### config.mk
export PLATFORM = sky130hd
export DESIGN_NAME = vkdi_ctrl
export DESIGN_NICKNAME = d
export VERILOG_FILES = /design/src/rtl/vertex_key_dedup_indexer_defines.svh /design/src/rtl/vkdi_pkg.sv /design/src/rtl/vkdi_ctrl.sv
export SDC_FILE = /design/constraint.sdc
export NUM_CORES = 1
export LEC_CHECK = 0
export BUFFER_PORTS_ARGS = -buffer_cell sky130_fd_sc_hd__buf_2
export CAP_MARGIN = 40
export CORE_ASPECT_RATIO = 0.9
export CORE_MARGIN = 5
export CORE_UTILIZATION = 30
export DETAILED_ROUTE_END_ITERATION = 7
export GPL_TIMING_DRIVEN = 0
export SLEW_MARGIN = 20
export SYNTH_ARGS = -nofsm -noshare
export SYNTH_HDL_FRONTEND = slang
export SYNTH_SLANG_ARGS = --single-unit
export TNS_END_PERCENT = 20
### constraint.sdc
create_clock -name clock -period 4.5 [get_ports clock]
set_input_delay 0.45 -clock clock [delete_from_list [all_inputs] [get_ports clock]]
set_output_delay 0.45 -clock clock [all_outputs]
set_load 0.005 [all_outputs]
### src/rtl/vertex_key_dedup_indexer_defines.svh
// ----------------------------------------------------------------------------
// vertex_key_dedup_indexer_defines.svh
// Assertion macros for the vertex key dedup indexer. They expand to nothing
// when SYNTHESIS is defined.
// ----------------------------------------------------------------------------
`ifndef VERTEX_KEY_DEDUP_INDEXER_DEFINES_SVH
`define VERTEX_KEY_DEDUP_INDEXER_DEFINES_SVH

`ifndef SYNTHESIS

`define VKDI_ASSERT_ALWAYS(label, clk, rst, expr) \
   label: assert property (@(posedge clk) disable iff (rst) (expr)) \
      else $error("assertion failed: label");

`define VKDI_ASSERT_NEXT(label, clk, rst, ante, cons) \
   label: assert property (@(posedge clk) disable iff (rst) (ante) |=> (cons)) \
      else $error("assertion failed: label");

`else

`define VKDI_ASSERT_ALWAYS(label, clk, rst, expr)

`define VKDI_ASSERT_NEXT(label, clk, rst, ante, cons)

`endif

`endif

### src/rtl/vkdi_pkg.sv
`timescale 1ns / 1ps
`default_nettype none
// ----------------------------------------------------------------------------
// vkdi_pkg
// Shared constants and types of the vertex key dedup indexer: table geometry,
// entry layout and the structs between sequencer, table and top level.
// ----------------------------------------------------------------------------
package vkdi_pkg;

   localparam int TABLE_DEPTH = 1024;
   localparam int SLOT_BITS   = $clog2(TABLE_DEPTH);
   localparam int INDEX_BITS  = 20;
   localparam int FIELD_BITS  = 20;
   localparam int MODE_BITS   = 2;
   localparam int NUMBER_BITS = 10;
   localparam int COUNT_BITS  = NUMBER_BITS + 1;
   localparam int EPOCH_BITS  = 4;

   localparam logic [EPOCH_BITS-1:0] EPOCH_FIRST = EPOCH_BITS'(1);
   localparam logic [EPOCH_BITS-1:0] EPOCH_LAST  = EPOCH_BITS'((1 << EPOCH_BITS) - 1);

   localparam int SUM_BITS  = (INDEX_BITS + 2 > SLOT_BITS) ? INDEX_BITS + 2 : SLOT_BITS;
   localparam int WIDE_BITS = (FIELD_BITS > INDEX_BITS) ? FIELD_BITS : INDEX_BITS;

   typedef logic [SLOT_BITS-1:0]  slot_type;
   typedef logic [INDEX_BITS-1:0] index_type;

   // epoch 0 marks a cleared entry; live entries carry the current epoch
   typedef struct packed {
      logic [EPOCH_BITS-1:0]  epoch;
      index_type              pos;
      index_type              tex;
      index_type              nrm;
      logic [NUMBER_BITS-1:0] number;
   } entry_type;

   typedef struct packed {
      logic      en;
      slot_type  addr;
      entry_type data;
   } tbl_wr_type;

   typedef struct packed {
      logic                   valid;
      logic [NUMBER_BITS-1:0] number;
      logic                   is_new;
      logic                   full;
   } res_type;

   function automatic index_type mask_index(input logic [FIELD_BITS-1:0] v);
      logic [WIDE_BITS-1:0] w;
      w = WIDE_BITS'(v);
      return w[INDEX_BITS-1:0];
   endfunction

endpackage
`default_nettype wire

### src/rtl/vkdi_ctrl.sv
`timescale 1ns / 1ps
`default_nettype none
// ----------------------------------------------------------------------------
// vkdi_ctrl
// Probe sequencer: hashes the corner, walks the table one slot per cycle
// through a shared compare and increment, inserts or hits, and runs the
// clearing sweep.
// ----------------------------------------------------------------------------
module vkdi_ctrl (
   input  wire logic                              clock,
   input  wire logic                              reset,
   input  wire logic [vkdi_pkg::MODE_BITS-1:0]    key_mode,
   input  wire logic                              req_valid,
   output logic                                   req_stall,
   input  wire logic                              req_new_group,
   input  wire logic [vkdi_pkg::FIELD_BITS-1:0]   req_position_index,
   input  wire logic [vkdi_pkg::FIELD_BITS-1:0]   req_texcoord_index,
   input  wire logic [vkdi_pkg::FIELD_BITS-1:0]   req_normal_index,
   output logic                                   idle,
   output vkdi_pkg::res_type                      res,
   input  wire logic                              res_ready,
   output vkdi_pkg::tbl_wr_type                   tbl_wr,
   output vkdi_pkg::slot_type                     tbl_rd_addr,
   input  wire vkdi_pkg::entry_type               tbl_rd_data
);
   import vkdi_pkg::*;

   localparam logic [2:0] ST_IDLE   = 3'd0;
   localparam logic [2:0] ST_CLEAR  = 3'd1;
   localparam logic [2:0] ST_LOOKUP = 3'd2;
   localparam logic [2:0] ST_CHECK  = 3'd3;
   localparam logic [2:0] ST_DONE   = 3'd4;

   localparam slot_type SLOT_LAST = SLOT_BITS'(TABLE_DEPTH - 1);

   logic [2:0]             state_ff, state_in;
   slot_type               clr_addr_ff, clr_addr_in;
   logic                   pending_ff, pending_in;
   logic [EPOCH_BITS-1:0]  epoch_ff, epoch_in;
   logic [COUNT_BITS-1:0]  next_number_ff, next_number_in;
   slot_type               slot_ff, slot_in;
   slot_type               probe_cnt_ff, probe_cnt_in;
   index_type              key_pos_ff, key_pos_in;
   index_type              key_tex_ff, key_tex_in;
   index_type              key_nrm_ff, key_nrm_in;
   logic [NUMBER_BITS-1:0] res_number_ff, res_number_in;
   logic                   res_new_ff, res_new_in;
   logic                   res_full_ff, res_full_in;

   logic                   req_fire;
   logic                   use_tex;
   logic                   use_nrm;
   index_type              in_pos;
   index_type              in_tex;
   index_type              in_nrm;
   logic [SUM_BITS-1:0]    hash_sum;
   logic                   entry_live;
   logic                   key_match;
   logic                   number_free;

   assign use_tex = key_mode[0];
   assign use_nrm = key_mode[1];

   assign req_stall = (state_ff != ST_IDLE);
   assign req_fire  = req_valid && !req_stall;
   assign idle      = (state_ff == ST_IDLE);

   assign in_pos = mask_index(req_position_index);
   assign in_tex = mask_index(req_texcoord_index);
   assign in_nrm = mask_index(req_normal_index);

   always_comb begin
      hash_sum = SUM_BITS'(in_pos);
      if (use_tex) begin
         hash_sum = hash_sum + SUM_BITS'(in_tex);
      end
      if (use_nrm) begin
         hash_sum = hash_sum + SUM_BITS'(in_nrm);
      end
   end

   assign entry_live  = (tbl_rd_data.epoch == epoch_ff);
   assign key_match   = (tbl_rd_data.pos == key_pos_ff)
                     && (!use_tex || (tbl_rd_data.tex == key_tex_ff))
                     && (!use_nrm || (tbl_rd_data.nrm == key_nrm_ff));
   assign number_free = (next_number_ff[NUMBER_BITS] == 1'b0);

   // in CHECK, prefetch the next slot so a miss stays in CHECK without passing through LOOKUP
   assign tbl_rd_addr = (state_ff == ST_CHECK) ? slot_ff + SLOT_BITS'(1) : slot_ff;

   always_comb begin
      state_in       = state_ff;
      clr_addr_in    = clr_addr_ff;
      pending_in     = pending_ff;
      epoch_in       = epoch_ff;
      next_number_in = next_number_ff;
      slot_in        = slot_ff;
      probe_cnt_in   = probe_cnt_ff;
      key_pos_in     = key_pos_ff;
      key_tex_in     = key_tex_ff;
      key_nrm_in     = key_nrm_ff;
      res_number_in  = res_number_ff;
      res_new_in     = res_new_ff;
      res_full_in    = res_full_ff;
      tbl_wr         = '0;

      unique case (state_ff)
         ST_IDLE: begin
            if (req_fire) begin
               key_pos_in   = in_pos;
               key_tex_in   = in_tex;
               key_nrm_in   = in_nrm;
               slot_in      = hash_sum[SLOT_BITS-1:0];
               probe_cnt_in = '0;
               state_in     = ST_LOOKUP;
               if (req_new_group) begin
                  next_number_in = '0;
                  if (epoch_ff == EPOCH_LAST) begin
                     // epochs exhausted: sweep the table before this request
                     epoch_in    = EPOCH_FIRST;
                     clr_addr_in = '0;
                     pending_in  = 1'b1;
                     state_in    = ST_CLEAR;
                  end else begin
                     epoch_in = epoch_ff + EPOCH_BITS'(1);
                  end
               end
            end
         end
         ST_CLEAR: begin
            tbl_wr.en   = 1'b1;
            tbl_wr.addr = clr_addr_ff;
            clr_addr_in = clr_addr_ff + SLOT_BITS'(1);
            if (clr_addr_ff == SLOT_LAST) begin
               pending_in = 1'b0;
               state_in   = pending_ff ? ST_LOOKUP : ST_IDLE;
            end
         end
         ST_LOOKUP: begin
            state_in = ST_CHECK;
         end
         ST_CHECK: begin
            if (!entry_live) begin
               res_new_in    = number_free;
               res_full_in   = !number_free;
               res_number_in = number_free ? next_number_ff[NUMBER_BITS-1:0] : '0;
               if (number_free) begin
                  tbl_wr.en          = 1'b1;
                  tbl_wr.addr        = slot_ff;
                  tbl_wr.data.epoch  = epoch_ff;
                  tbl_wr.data.pos    = key_pos_ff;
                  tbl_wr.data.tex    = key_tex_ff;
                  tbl_wr.data.nrm    = key_nrm_ff;
                  tbl_wr.data.number = next_number_ff[NUMBER_BITS-1:0];
                  next_number_in     = next_number_ff + COUNT_BITS'(1);
               end
               state_in = ST_DONE;
            end else if (key_match) begin
               res_new_in    = 1'b0;
               res_full_in   = 1'b0;
               res_number_in = tbl_rd_data.number;
               state_in      = ST_DONE;
            end else if (probe_cnt_ff == SLOT_LAST) begin
               res_new_in    = 1'b0;
               res_full_in   = 1'b1;
               res_number_in = '0;
               state_in      = ST_DONE;
            end else begin
               slot_in      = slot_ff + SLOT_BITS'(1);
               probe_cnt_in = probe_cnt_ff + SLOT_BITS'(1);
            end
         end
         ST_DONE: begin
            if (res_ready) begin
               state_in = ST_IDLE;
            end
         end
         default: begin
            state_in = ST_IDLE;
         end
      endcase
   end

   always_ff @(posedge clock) begin
      if (reset) begin
         state_ff       <= ST_CLEAR;
         clr_addr_ff    <= '0;
         pending_ff     <= 1'b0;
         epoch_ff       <= EPOCH_FIRST;
         next_number_ff <= '0;
      end else begin
         state_ff       <= state_in;
         clr_addr_ff    <= clr_addr_in;
         pending_ff     <= pending_in;
         epoch_ff       <= epoch_in;
         next_number_ff <= next_number_in;
      end
   end

   always_ff @(posedge clock) begin
      slot_ff       <= slot_in;
      probe_cnt_ff  <= probe_cnt_in;
      key_pos_ff    <= key_pos_in;
      key_tex_ff    <= key_tex_in;
      key_nrm_ff    <= key_nrm_in;
      res_number_ff <= res_number_in;
      res_new_ff    <= res_new_in;
      res_full_ff   <= res_full_in;
   end

   assign res.valid  = (state_ff == ST_DONE);
   assign res.number = res_number_ff;
   assign res.is_new = res_new_ff;
   assign res.full   = res_full_ff;

endmodule
`default_nettype wire

# Word level (Yosys, flattened, before mapping)
# Cells that the tools add are included.
[totals]
ff_bits = 121
inputBits = 141
out_inout_bits = 110
elab_cells = 118
[op_classes]
n_addsub = 7
n_eq_ne = 23
mux = 52
bitwise_logic = 1
reduce_logical = 21
[ops]
columns = ["op", "n"]
rows = [
  ["$mux W10", 18],
  ["$mux W85", 2],
  ["$mux W74", 1],
  ["$eq A20 B20 Y1", 3],
  ["$pmux W10 S2", 3],
  ["$mux W11", 4],
  ["$pmux W11 S2", 2],
  ["$add A10 B1 Y10 const B", 3],
  ["$add A10 B10 Y10", 2],
  ["$eq A10 B10 Y1 const B", 2],
  ["$mux W3", 6],
  ["$pmux W3 S5", 1],
  ["$reduce_and A5 Y1", 3],
  ["$ne A2 B2 Y1 const B", 7],
  ["$reduce_and A4 Y1", 3],
  ["$add A11 B1 Y11 const B", 1],
  ["$mux W1", 10],
  ["$eq A3 B2 Y1 const B", 2],
  ["$mux W2", 3],
  ["$ne A2 B1 Y1 const B", 3],
  ["$add A4 B1 Y4 const B", 1],
  ["$eq A4 B4 Y1", 1],
  ["$eq A4 B4 Y1 const B", 1],
  ["$mux W4", 1],
  ["14 further kinds", 21],
]

# Logic depth before layout (Yosys ltp)
# Gate-level depths: netlist of run 1.
[logic_depth]
ltp_word = 7
depth_mapped = 16
depth_no_buf = 16

# Worst setup path before layout of run 1
# Ideal clock, no wire load.
[synth_path]
kind = "input to register"
startpoint = "input req_position_index[0] (netlist name)"
endpoint = "register slot_ff[9], data pin"
setup_time_ns = 0.276
arrival_ns = 3.316
required_ns = 4.224
setup_slack_ns = 0.908
path_stages = 15
path_buffers = 0
path_cell_list = "ha_1 fa_1 a21o_1 a21oi_1 o21bai_1 a21oi_1 xnor2_1 mux2_2 ha_1 o21ai_0 a21o_1 o41a_1 nand4_1 and3_1 o31ai_1"
[synth_via]
elab_chain_cells = 6
[synth_rtl]
columns = ["item", "line", "source"]
rows = [
  ["start, declared", "vkdi_ctrl.sv:16", "input wire logic [vkdi_pkg::FIELD_BITS-1:0] req_position_index,"],
  ["$add A10 B10 Y10", "vkdi_ctrl.sv:75", "hash_sum = hash_sum + SUM_BITS'(in_tex);"],
  ["$mux W10 *", "vkdi_ctrl.sv:74", "if (use_tex) begin"],
  ["$add A10 B10 Y10", "vkdi_ctrl.sv:78", "hash_sum = hash_sum + SUM_BITS'(in_nrm);"],
  ["$mux W10 *", "vkdi_ctrl.sv:77", "if (use_nrm) begin"],
  ["$mux W10 *", "vkdi_ctrl.sv:109", "if (req_fire) begin"],
  ["$pmux W10 S2 *", "vkdi_ctrl.sv:107", "unique case (state_ff)"],
  ["named net slot_in[9]", "vkdi_ctrl.sv:41", "slot_type slot_ff, slot_in;"],
  ["end signal, assigned", "vkdi_ctrl.sv:201", "slot_ff <= slot_in;"],
  ["end, declared", "vkdi_ctrl.sv:41", ""],
]
# Mark *: on every way through the listed nets, which the timed path passes. The rest lies on a longest branch. The select of a mux whose other input is x is not followed.
# A chain may end at the register's enable or synchronous reset.

# Worst setup path in the final report of run 1
# Same ends and word-level chain as after synthesis.

==> impl_metrics.ini, run 1 <==
[layout]
layout-area-overhead-vs-synth_pct = 30.71
drive_gt1_share_pct = 30.72
final_cells = 1304
fin_nets = 1146
finalCoreUtilization_pct = 39.43

[clock_network]
worst_skew_pair.late_latency_ns = 0.41
cts-resized-gates = 0
cts-hold-fix-buffers = 0
clock_tree.root_cell = sky130_fd_sc_hd__clkbuf_16
cts.sink_count = 121
clock_path_buffers = 2
cts-buffers-inserted = 17
post_cts.repair.setup_buffers = 0
clock_tree_from_tritoncts = built
cts.clk_slew.worst_paths_ns = 0.06
h-tree-depth = 4

[setup_path]
cp_data_required_time_ns = 4.73
cp_slowest_stage_delay_ns = 0.44
crit_path_top_delay_cell = sky130_fd_sc_hd__a211oi_1
timing.critical_path.max_delay_family = compound AO/OA/AOI/OAI gates
critPathArrivalTime_ns = 3.93
timing.rr.start = key_nrm_ff[4]
setup.worst_path.end_class = flip-flop
crit_chain = buf_2, ha_1, fa_1, a21o_1, a21oi_1, o21bai_1, a21oi_1, xnor2_1, mux2_2, ha_1, nand2_1, nand2_1, a211oi_1, o41a_1, nand4_1, and3_1, o31ai_1
critical_path_class = in2reg
crit_path_max_fanout = 6
worst_setup_path_startpoint = req_position_index[0]
timing.critical_path.buf_inv = 1
setup.worst_path.start_class = primary input

[synthesis]
synth-main-ff-cell = sky130_fd_sc_hd__edfxtp_1
synth-seq-cells = 121
async_flop_share_pct = 0
share_of_synthesized_area_occupied_by_flip_flops_and_latches_pct = 46.08
post-synth-top-area-cell = sky130_fd_sc_hd__edfxtp_1
syn-mean-instance-area_um2 = 10.20
postSynthCellCount = 711
post_synth_instance_area_mm2 = 0.007256
synth_net_count = 877
synth_top_area_share_pct = 38.08
yosysWarningCount = 0
synth_enable_flop_cells = 92
synth.area.top_cells = sky130_fd_sc_hd__edfxtp_1 38%, sky130_fd_sc_hd__dfxtp_1 8.0%, sky130_fd_sc_hd__xnor2_1 7.8%
synth.top_cells.by_count = 92 x sky130_fd_sc_hd__edfxtp_1, 70 x sky130_fd_sc_hd__and2_1, 65 x sky130_fd_sc_hd__xnor2_1
synthMostInstantiatedCell = sky130_fd_sc_hd__edfxtp_1
synth_cell_type_count = 61

[drt]
first_iter_violations = 270
route.detailed.vias_per_inst = 4.791
detailedRoute.firstPassIterationCount = 5
wire_per_inst_um = 17.62
ant_nets = 0
detailed_route_drc_error_count = 0
routed_wirelength_um = 22970
routed-via-count = 6248

[pwr]
combinational_power_share_pct = 11.9
vdd_ir_drop_max_v = 0.0002527
intPower_w = 0.002148
sw_frac_of_total_pct = 23.79
share_seq_of_total_power_pct = 42.9
power.switching_w = 0.0006703
clockPowerShare_pct = 45.3
p_leak_nw = 3.944
power.density_cell_area_mw_per_mm2 = 297.1

[timing]
fmax_mhz = 269.8
timing_hold_violations_final = 0
timing.slew.headroom_pct = 46.10
final_max_slew_viol_count = 0
whs_ns = 0.2111
timing.setup.tns_ns = 0
timing.clock.skew_ns = 0.01006
rsz0062_at_grt = false
worst_pin_slew_ns = 0.8055
total_of_endpoints_with_negative_setup_slack_in_the_final_report = 0
fin_crit_ns = 3.707
share_of_the_clock_period_used_by_the_worst_path_after_layout_pct = 82.37

[global_route]
global_route.overflow_total = 0
gr-usage-all-layers_pct = 16.31
grt_start_max_net_pins = 58
grt_first_pass_wirelength_um = 34410
first_global_vias = 6172
antenna_found_initial = 7

[floorplanning]
boundary_pins = 251
core_mm2 = 0.02405
placement_rows = 54
die_width_um = 173.9
die_area_mm2 = 0.02740
initial_utilization_pct = 30.17
die-height_um = 157.5

[worst_hold_path]
hold_class = in2reg
min_from = req_position_index[11]

[placement]
port_buffers = 248
gp_routability_congestion = 0.8567
placed_cells = 1269
post_dp_hpwl_um = 18450

[run_status]
run_status = complete, no violations

[run]
max-cap-violations = 0
layer usage:
| layer | share of wire, % | up-vias | global-route usage [%] |
|---|---|---|---|
| met5 | 0.25 | - | 0 |
| met4 | 1.5 | 10 | 4.674 |
| met3 | 6.3 | 31 | 5.259 |
| met2 | 48 | 202 | 27.35 |
| met1 | 44 | 2928 | 20.34 |
| li1 | - | 3077 | - |
cell usage in the layout (no fill, tap or decap), types with 20 or more instances in the layout:
cell                         n
sky130_fd_sc_hd__and2_1     70
sky130_fd_sc_hd__a21oi_1    25
sky130_fd_sc_hd__nand4_1    20
sky130_fd_sc_hd__edfxtp_1   92
sky130_fd_sc_hd__o21ai_0    21
sky130_fd_sc_hd__buf_2     249
sky130_fd_sc_hd__dfxtp_1    29
sky130_fd_sc_hd__nor2_1     55
sky130_fd_sc_hd__nand2_1    51
sky130_fd_sc_hd__xor2_1     51
sky130_fd_sc_hd__ha_1       23
sky130_fd_sc_hd__xnor2_1    65
sky130_fd_sc_hd__clkbuf_1   31
power by group through the flow:
stage | clock, W | combinational [W] | sequential, W
2_1_floorplan | 0 | 0.000209 | 0.00123
3_3_place_gp | 0 | 0.000329 | 0.00123
3_5_place_dp | 0 | 0.000335 | 0.00123
4_1_cts | 0.00129 | 0.000336 | 0.00121
5_1_grt | 0.00135 | 0.000376 | 0.00121
6_report | 0.00128 | 0.000334 | 0.00121
cells by family (layout without fill, tap and decap cells):
kind of cell	count (synthesis)	count (layout)	share of synthesized area, %
XOR/XNOR	117	117	14.23
flip-flops	121	121	46.08
AO/OA/AOI/OAI	99	99	9.312
other	0	3	0
adder cells (fa/ha/maj)	25	25	4.518
multiplexers	11	11	1.638
AND/OR/NAND/NOR	285	285	21.16
buffers and inverters	53	335	3.069
area by class of cell:
type,count,area [um2]
Fill cell,2347,14570
Multi-Input combinational cell,537,3694
Sequential cell,121,3343
Timing Repair Buffer,250,1284
Clock buffer,25,506.7
Tap cell,308,385.4
Buffer,34,151.4
Inverter,19,73.82
Clock inverter,7,38.79
Antenna cell,3,7.507
flip-flops by register name, indices dropped and copies added (netlist names):
signal / cells
key_pos_ff: 20
epoch_ff: 4
state_ff: 3
probe_cnt_ff: 10
res_new_ff: 1
key_tex_ff: 20
pending_ff: 1
res_number_ff: 10
res_full_ff: 1
next_number_ff: 11
key_nrm_ff: 20
clr_addr_ff: 10
slot_ff: 10
stage by stage:
step | setup slack (ns) | cell area [um2] | total power [W]
CTS | 0.8162 | 9477 | 0.002839
global placement | 0.1442 | 8882 | 0.001560
finish | 0.7935 | 9484 | 0.002818
detailed placement | 0.4125 | 8931 | 0.001566
floorplan | 0.9084 | 7256 | 0.001440
global route | 0.4602 | 9482 | 0.002938
path summary, 6_finish.rpt:
kind,end,slack (ns),cells past startpoint
worst max-delay path,slot_ff[9],0.79,17
worst max register to register,res_number_ff[9],1.56,5
worst min register to register,pending_ff,0.49,2
worst min-delay path,key_pos_ff[11],0.21,1
Power figures use the tool's default switching activity.
==> inputs of run 2 (changes only) <==
==> constraint.sdc (replaced) <==
create_clock -name clock -period 3.9 [get_ports clock]
set_input_delay 0.39 -clock clock [delete_from_list [all_inputs] [get_ports clock]]
set_output_delay 0.39 -clock clock [all_outputs]
set_load 0.005 [all_outputs]
==> impl_metrics.ini, run 2 (synthesized netlist as in run 1, its figures left out) <==
[timing]
fmax_mhz = 282.2
worst_pin_slew_ns = 0.8140
timing.clock.skew_ns = 0.01304
rsz0062_at_grt = false
finalWorstSetupSlack_ns = 0.3569
share_of_the_clock_period_used_by_the_worst_path_after_layout_pct = 90.85
final_max_slew_viol_count = 0
total_of_endpoints_with_negative_setup_slack_in_the_final_report = 0
timing_hold_violations_final = 0
fin_crit_ns = 3.543
timing.slew.headroom_pct = 45.73

[clock_network]
cts.sink_count = 121
cts-resized-gates = 0
worst_skew_pair.late_latency_ns = 0.41
cts-buffers-inserted = 17
post_cts.repair.setup_buffers = 0
clock_tree.root_cell = sky130_fd_sc_hd__clkbuf_16
cts-hold-fix-buffers = 0
h-tree-depth = 4
clock_path_buffers = 2
clock_tree_from_tritoncts = built
cts.clk_slew.worst_paths_ns = 0.06

[pwr]
intPower_w = 0.002479
power.switching_w = 0.0007698
p_leak_nw = 3.945
clockPowerShare_pct = 45.2
power.density_cell_area_mw_per_mm2 = 342.4
share_seq_of_total_power_pct = 42.9
combinational_power_share_pct = 11.9
sw_frac_of_total_pct = 23.70
vdd_ir_drop_max_v = 0.0002884

[floorplanning]
die-height_um = 157.5
placement_rows = 54
boundary_pins = 251
initial_utilization_pct = 30.17
die_width_um = 173.9
die_area_mm2 = 0.02740
core_mm2 = 0.02405

[setup_path]
worst_setup_path_startpoint = req_position_index[0]
setup.worst_path.start_class = primary input
setup.worst_path.end_class = flip-flop
regToRegSetupSlack_ns = 0.93
critPathArrivalTime_ns = 3.67
timing.rr.start = key_nrm_ff[4]
cp_data_required_time_ns = 4.02
crit_path_max_fanout = 6
critical_path_class = in2reg

[worst_hold_path]
min_from = req_normal_index[10]
hold_class = in2reg

[layout]
layout_common_cells = 249 x sky130_fd_sc_hd__buf_2, 92 x sky130_fd_sc_hd__edfxtp_1, 70 x sky130_fd_sc_hd__and2_1, 65 x sky130_fd_sc_hd__xnor2_1, 55 x sky130_fd_sc_hd__nor2_1
finalCoreUtilization_pct = 39.45
regArea_mm2 = 0.003343
multi_input_area_mm2 = 0.003699
reg_top3 = key_nrm_ff: 20 flops, key_pos_ff: 20 flops, key_tex_ff: 20 flops
fillCellCount = 2347
fin_nets = 1146
layout.cells.most_common = sky130_fd_sc_hd__buf_2
drive_gt1_share_pct = 30.82
layout-area-overhead-vs-synth_pct = 30.78

[drt]
routed_wirelength_um = 22880
first_iter_violations = 309
detailed_route_drc_error_count = 0
met2WireLength_um = 10960
routed-via-count = 6246
wire_per_inst_um = 17.55
ant_nets = 0
route.top_layer_used = met5
route.detailed.vias_per_inst = 4.790
detailedRoute.firstPassIterationCount = 7
m1WireLength_um = 10070
met3WireLength_um = 1457

[placement]
port_buffers = 248
post_dp_hpwl_um = 18450
gp_routability_congestion = 0.8567
place_ws_ns = -0.1275

[global_route]
global_route.overflow_total = 0
antenna_found_initial = 7
grt_start_max_net_pins = 58
gr-usage-all-layers_pct = 16.31
grt_first_pass_wirelength_um = 34410
first_global_vias = 6172

[run_status]
run_status = complete, no violations

[run]
max-cap-violations = 0
[run 2: path summary, 6_finish.rpt]
kind	end	cells past startpoint
worst max-delay path	slot_ff[9]	16
worst min-delay path	key_nrm_ff[10]	1
worst max register to register	res_full_ff	5
worst min register to register	pending_ff	2
[run 2: worst max-delay path, stage by stage]
cell	delay, ns
sky130_fd_sc_hd__buf_2	0.13
sky130_fd_sc_hd__ha_1	0.23
sky130_fd_sc_hd__fa_1	0.40
sky130_fd_sc_hd__a21o_1	0.17
sky130_fd_sc_hd__a21oi_1	0.25
sky130_fd_sc_hd__o21bai_1	0.09
sky130_fd_sc_hd__a21oi_1	0.18
sky130_fd_sc_hd__xnor2_1	0.08
sky130_fd_sc_hd__mux2_2	0.29
sky130_fd_sc_hd__ha_1	0.38
sky130_fd_sc_hd__o21ai_0	0.11
sky130_fd_sc_hd__a21o_1	0.21
sky130_fd_sc_hd__o41a_1	0.40
sky130_fd_sc_hd__nand4_1	0.09
sky130_fd_sc_hd__and3_1	0.18
sky130_fd_sc_hd__o31ai_1	0.07
[run 2: through the flow]
step	setup TNS, ns	power [W]	hold slack (ns)	instances	area (um2)
after floorplan	0	0.001661	0.4539	711	7256
after global placement	-3.213	0.001800	0.4687	1267	8882
after detailed placement	-0.1275	0.001807	0.4692	1269	8931
after CTS	0	0.003275	0.1358	1301	9477
after global routing	0	0.003394	0.1246	1303	9487
final	0	0.003249	0.1499	1304	9489
[run 2: metal layers]
layer  vias up  GRT usage (%)
met2       201          27.35
li1       3076              -
met3        33          5.259
met1      2926          20.34
met5         -              0
met4        10          4.674
[run 2: area by class of cell]
cell class / instances / share of cell area, %
antenna: 3 / 0.07911
tap: 308 / 4.061
timing repair buffer: 250 / 13.53
multi-input combinational: 537 / 38.98
clock buffer: 25 / 5.340
clock inverter: 7 / 0.4088
sequential: 121 / 35.23
buffer: 34 / 1.595
inverter: 19 / 0.7780
[run 2: power by group through the flow]
stage               clock network [W]  logic [W]  registers, W
floorplan                           0   0.000241       0.00142
global placement                    0   0.000380       0.00142
detailed placement                  0   0.000386       0.00142
CTS                           0.00149   0.000388       0.00139
global route                  0.00156   0.000435       0.00139
finish                        0.00147   0.000387       0.00139
